[config.mk]
export PLATFORM = sky130hd
export DESIGN_NAME = ssp_ctrl
export DESIGN_NICKNAME = d
export VERILOG_FILES = /design/src/ssp_pkg.sv /design/src/ssp_ctrl.sv
export SDC_FILE = /design/constraint.sdc
export NUM_CORES = 1
export LEC_CHECK = 0
export BUFFER_PORTS_ARGS = -buffer_cell sky130_fd_sc_hd__buf_2
export CORE_AREA = 2 2 39 41
export DETAILED_ROUTE_END_ITERATION = 16
export DIE_AREA = 0 0 41 43
export PLACE_DENSITY = 0.51
export SLEW_MARGIN = 20
export SYNTH_ARGS = -nofsm -noshare
export SYNTH_HDL_FRONTEND = slang
export SYNTH_SLANG_ARGS = --single-unit
[constraint.sdc]
create_clock -name i_clk -period 0.9 [get_ports i_clk]
set_input_delay 0.135 -clock i_clk [delete_from_list [all_inputs] [get_ports i_clk]]
set_output_delay 0.135 -clock i_clk [all_outputs]
set_load 0.05 [all_outputs]
[src/ssp_pkg.sv]
// ----------------------------------------------------------------------------
// Segmented stack package
// Shared constants, codes and controller/datapath interface structs.
// ----------------------------------------------------------------------------
package ssp_pkg;

    localparam int STORE_DEPTH = 256;
    localparam int ADDR_W      = $clog2(STORE_DEPTH);
    localparam int CNT_W       = $clog2(STORE_DEPTH + 1);
    localparam int CAP_W       = 9;
    localparam int IDX_W       = 8;
    localparam int DATA_W      = 64;
    localparam int STK_W       = 9;
    localparam int PROD_W      = IDX_W + CAP_W + 1;
    localparam int DIV_W       = $clog2(STORE_DEPTH + (1 << CAP_W));
    localparam int DIV_CNT_W   = $clog2(DIV_W);

    localparam logic [CAP_W-1:0] CAP_RESET = CAP_W'(8);

    typedef enum logic [1:0] {
        MODE_PUSH   = 2'd0,
        MODE_POP    = 2'd1,
        MODE_POP_AT = 2'd2,
        MODE_NONE   = 2'd3
    } t_mode;

    typedef enum logic [1:0] {
        ST_OK       = 2'd0,
        ST_EMPTY    = 2'd1,
        ST_FULL     = 2'd2,
        ST_NO_STACK = 2'd3
    } t_status;

    typedef enum logic [2:0] {
        S_IDLE,
        S_MUL,
        S_EXEC,
        S_READ,
        S_SHIFT,
        S_DSTART,
        S_DIV,
        S_OUT
    } t_state;

    typedef struct packed {
        logic load_in;
        logic mul;
        logic exec;
        logic read_lat;
        logic shift_step;
        logic div_start;
        logic div_step;
        logic out_load;
    } t_cmd;

    typedef struct packed {
        logic need_read;
        logic is_pop_at;
        logic shift_done;
        logic div_done;
        logic out_free;
    } t_stat;

endpackage

[src/ssp_ctrl.sv]
// ----------------------------------------------------------------------------
// Segmented stack controller
// Sequences bound check, store access, shift, stack count and result beat.
// ----------------------------------------------------------------------------
module ssp_ctrl (
    input  logic           i_clk,
    input  logic           i_rst_n,
    input  logic           i_in_valid,
    output logic           o_in_ready,
    input  ssp_pkg::t_stat i_stat,
    output ssp_pkg::t_cmd  o_cmd
);

    import ssp_pkg::*;

    t_state r_state;
    t_state n_state;

    always_ff @(posedge i_clk) begin
        if (!i_rst_n) begin
            r_state <= S_IDLE;
        end else begin
            r_state <= n_state;
        end
    end

    always_comb begin
        n_state = r_state;
        unique case (r_state)
            S_IDLE:   if (i_in_valid) n_state = S_MUL;
            S_MUL:    n_state = S_EXEC;
            S_EXEC:   n_state = i_stat.need_read ? S_READ : S_DSTART;
            S_READ:   n_state = i_stat.is_pop_at ? S_SHIFT : S_DSTART;
            S_SHIFT:  if (i_stat.shift_done) n_state = S_DSTART;
            S_DSTART: n_state = S_DIV;
            S_DIV:    if (i_stat.div_done) n_state = S_OUT;
            S_OUT:    if (i_stat.out_free) n_state = S_IDLE;
            default:  n_state = S_IDLE;
        endcase
    end

    always_comb begin
        o_cmd      = '0;
        o_in_ready = 1'b0;
        unique case (r_state)
            S_IDLE: begin
                o_in_ready    = 1'b1;
                o_cmd.load_in = i_in_valid;
            end
            S_MUL:    o_cmd.mul        = 1'b1;
            S_EXEC:   o_cmd.exec       = 1'b1;
            S_READ:   o_cmd.read_lat   = 1'b1;
            S_SHIFT:  o_cmd.shift_step = 1'b1;
            S_DSTART: o_cmd.div_start  = 1'b1;
            S_DIV:    o_cmd.div_step   = 1'b1;
            S_OUT:    o_cmd.out_load   = i_stat.out_free;
            default: begin
            end
        endcase
    end

endmodule

Word level (Yosys, flattened, before mapping):

Cells that the tools add are included.

* bits in registers: 3
* input port bits: 8
* output and inout port bits: 9
* word-level logic and storage cells: 30

* eq/ne operators: 11
* muxes and demuxes: 16
* reductions and logical operators: 2

Operators with widths (count)
* $pmux 3 s8: 1
* $mux 3: 5
* $eq 3x3->1 const B: 4
* $mux 1: 10
* $ne 2x2->1 const B: 4
* $eq 3x2->1 const B: 2
* $reduce_and 4->1: 1
* $eq 3x1->1 const B: 1
* $logic_not 3->1: 1

Longest topological paths before layout:

* word-level depth: 3
* mapped depth: 5
* depth with buffers taken out: 4

Least setup slack after synthesis:

Ideal clock, no wire load.

* path kind: register -> output
* from: register r_state[0]
* to: output o_cmd[6] in the netlist's numbering
* data arrival time: 1706 ps
* data required time: 765 ps
* path slack: -941 ps
* stages on the path, launching flop included: 3
* path buffers: 1
* cells stage by stage: dfxtp_1 -> buf_4 -> nor3b_1

RTL lines
* start: declaration: RTL line ssp_ctrl.sv:16 `t_state r_state;`
* start signal: assignment: RTL line ssp_ctrl.sv:23 `r_state <= n_state;`
* end: declaration: RTL line ssp_ctrl.sv:11 `output ssp_pkg::t_cmd o_cmd`

==> qor.csv <==
stage;metric;value;unit
worst_setup_path;Worst setup SP type;register;
power;PwrDens;1541;nW/um^2
detailed_routing;met1 WL;362;um
worst_setup_path;Worst EP arrival;1120;ps
final_layout;fraction of layout cells with a size suffix above 1;72.06;%
synthesis;Synth area leader;dfxtp_1;
clock_tree;CTS clk-pin slew, worst paths;40;ps
floorplan;core area;1384;um^2
detailed_routing;DR pass1 iterations;4;
clock_tree;H-tree depth;1;
floorplan;die footprint;1763;um^2
global_route;antenna violations before repair;0;
placement;Final HPWL DP;609.4;um
sta;Slew Viols, Final;0;
detailed_routing;drt initial violations;17;
floorplan;Die Wd;41;um
worst_setup_path;Max Fanout on Critical Path;5;
placement;Placed Area;496.7;um^2
sta;unrepaired setup endpoints after global routing;yes;
synthesis;Avg Cell Area, Syn;7.639;um^2
synthesis;Synth Register Bits;3;
placement;PortBufs;16;
sta;final setup vio count;12;
sta;Post-Route Skew;3.060;ps
global_route;total congestion overflow;0;
sta;fin crit share;139.1;%
sta;Worst Max-Slew Pin Slew;249.2;ps
final_layout;Top reg by flops;r_state;
detailed_routing;DRC;0;
floorplan;# rows;14;
worst_setup_path;CP Capture Type;output port;
synthesis;dominant cells by area after synthesis;dfxtp_1 (21%), buf_6 (12%), nor3b_1 (7.8%);
synthesis;synth cell count leaders;nand2_1 (5), nor2_1 (5), buf_6 (3), dfxtp_1 (3), nor3b_1 (3);
clock_tree;clk buf depth;2;
status;outcome;complete, but fails checks;
detailed_routing;Total Wirelength;851;um
worst_setup_path;R2R Setup Slk;-230;ps
clock_tree;clk sinks;3;
worst_hold_path;Hold Crit Class;input port to register;
sta;final worst slack;-352.2;ps
floorplan;Top Ports;17;
synthesis;ys flop type;dfxtp_1;
synthesis;syn_nets;46;
sta;Hold Vio Cnt, Final;0;
status;violated checks;setup timing;
synthesis;Yosys cell types;19;
clock_tree;Hold-fix buffers, CTS;0;
worst_setup_path;WP data required;760;ps
sta;relative slew slack;83.20;%
worst_hold_path;hold path cells;3;
worst_hold_path;min-delay src;i_rst_n;
clock_tree;TritonCTS clock tree;yes;
detailed_routing;drt wl/cell;10.13;um
synthesis;Synth top area share;20.69;%
final_layout;# diodes;0;
sta;FMAX;798.6;MHz
global_route;largest net degree at the start of global routing;10;
clock_tree;CTS Root Cell;clkbuf_4;
worst_setup_path;WS Path Type;register to output port;
detailed_routing;routed wl met3;41;um
final_layout;layout net count;77;
detailed_routing;vias per std cell;4.524;
final_layout;Final Cell Area;658.1;um^2
global_route;Overall Global Routing Usage;12.45;%
final_layout;Top Registers;r_state x3;
clock_tree;worst skew pair latency;230;ps
synthesis;post-synthesis cell area;290.3;um^2
floorplan;die height;43;um
sta;final setup TNS;-3346;ps
worst_hold_path;Min-Delay Endpoint;r_state[2];
synthesis;Syn. warnings;0;
worst_setup_path;reg2reg path depth;5;
floorplan;starting density of the core;20.98;%
clock_tree;total clock buffers created by CTS;3;
sta;min Tclk post-route;1252;ps
final_layout;Largest register FFs;3;
global_route;first-pass GRT wire length;1483;um
power;peak supply drop;752.8;uV
synthesis;Seq/Total Area, Yosys;20.69;%
worst_setup_path;Worst R2R End;r_state[0];
detailed_routing;vias;380;
placement;gp weighted congestion;0.7268;
synthesis;Post-Synthesis Cells;38;
detailed_routing;met2 WL post-DR;447;um
sta;Min Hold Slack;144.5;ps
final_layout;Final Util;47.56;%
power;leakage;0.0003015;uW
final_layout;Area Overhead vs Synth;126.7;%
global_route;vias in the first global route;378;
detailed_routing;DR top layer;met3;
synthesis;EDFF count, synth;0;
detailed_routing;Post-DRT Antenna Nets;0;
synthesis;Async SR Flop Fraction;0;%
worst_setup_path;reg2reg start;r_state[2];
flow_run;Max Cap Viol;0;
placed cells by master (no fill, tap or decap), types with 2 or more instances in the layout:
master     n
nor3b_4    3
buf_2      7
and3b_2    2
clkbuf_4   3
o21a_1     2
buf_8      3
nand2_1    4
nor2_1     3
nor2_4     2
buf_4      7
buf_6     13
nor3_1     2
dfxtp_4    2
routing by layer:
metal | GRT usage (%) | up-vias
met2 | 20.00 | 14
met4 | 6.000 | 0
met1 | 13.50 | 172
li1 | - | 194
met5 | 0 | -
met3 | 4.712 | 0
critical path, cell delays in order (launching register included):
cell	delay (ps)
dfxtp_2	330
buf_6	120
nor3_4	120
and2_4	170
buf_8	130
cells by family (layout without fill, tap and decap cells):
family,after synthesis,count (layout),share of synthesized area [%]
compound gates,8,8,20.69
buf+inv,5,35,15.52
flops,3,3,20.69
mux,1,1,3.448
simple gates,21,21,39.66
metrics by stage:
stage               cells  setup slack (ps)  total power [uW]
floorplan              38            -475.0             548.6
global placement       76            -266.1             626.2
detailed placement     76            -298.3             628.5
CTS                    83            -368.2             982.5
global route           84            -425.8              1090
finish                 84            -352.2              1014
how the worst max path moves through the flow:
stage	from	slack, ps	end	depth (start not counted)
6_report	r_state[2]	-350	o_cmd[7]	4
3_3_place_gp	r_state[1]	-270	o_cmd[5]	3
2_1_floorplan	r_state[1]	-470	o_cmd[7]	3
3_5_place_dp	r_state[1]	-300	o_cmd[5]	3
4_1_cts	r_state[2]	-370	o_cmd[7]	4
5_1_grt	r_state[2]	-430	o_cmd[7]	4
cell type report:
cell class                 count  area, um^2
sequential                     3       68.82
timing repair buffer          30       279.0
multi-input combinational     30       260.3
inverter                       1       3.754
tap                           16       20.02
clock buffer                   4       26.28
fill                         137       725.7
repair_timing:
action,4_1_cts,5_1_grt
endpoints found under the setup margin,12,12
gates resized for setup,27,6
pin swaps,1,3
buffers inserted,3,1
power breakdown:
group	leakage [uW]	switching, uW	internal (uW)
Sequential	0.0000264	35.8	155
Combinational	0.000260	292	296
Clock	0.0000150	69.2	166
Power figures use the tool's default switching activity.
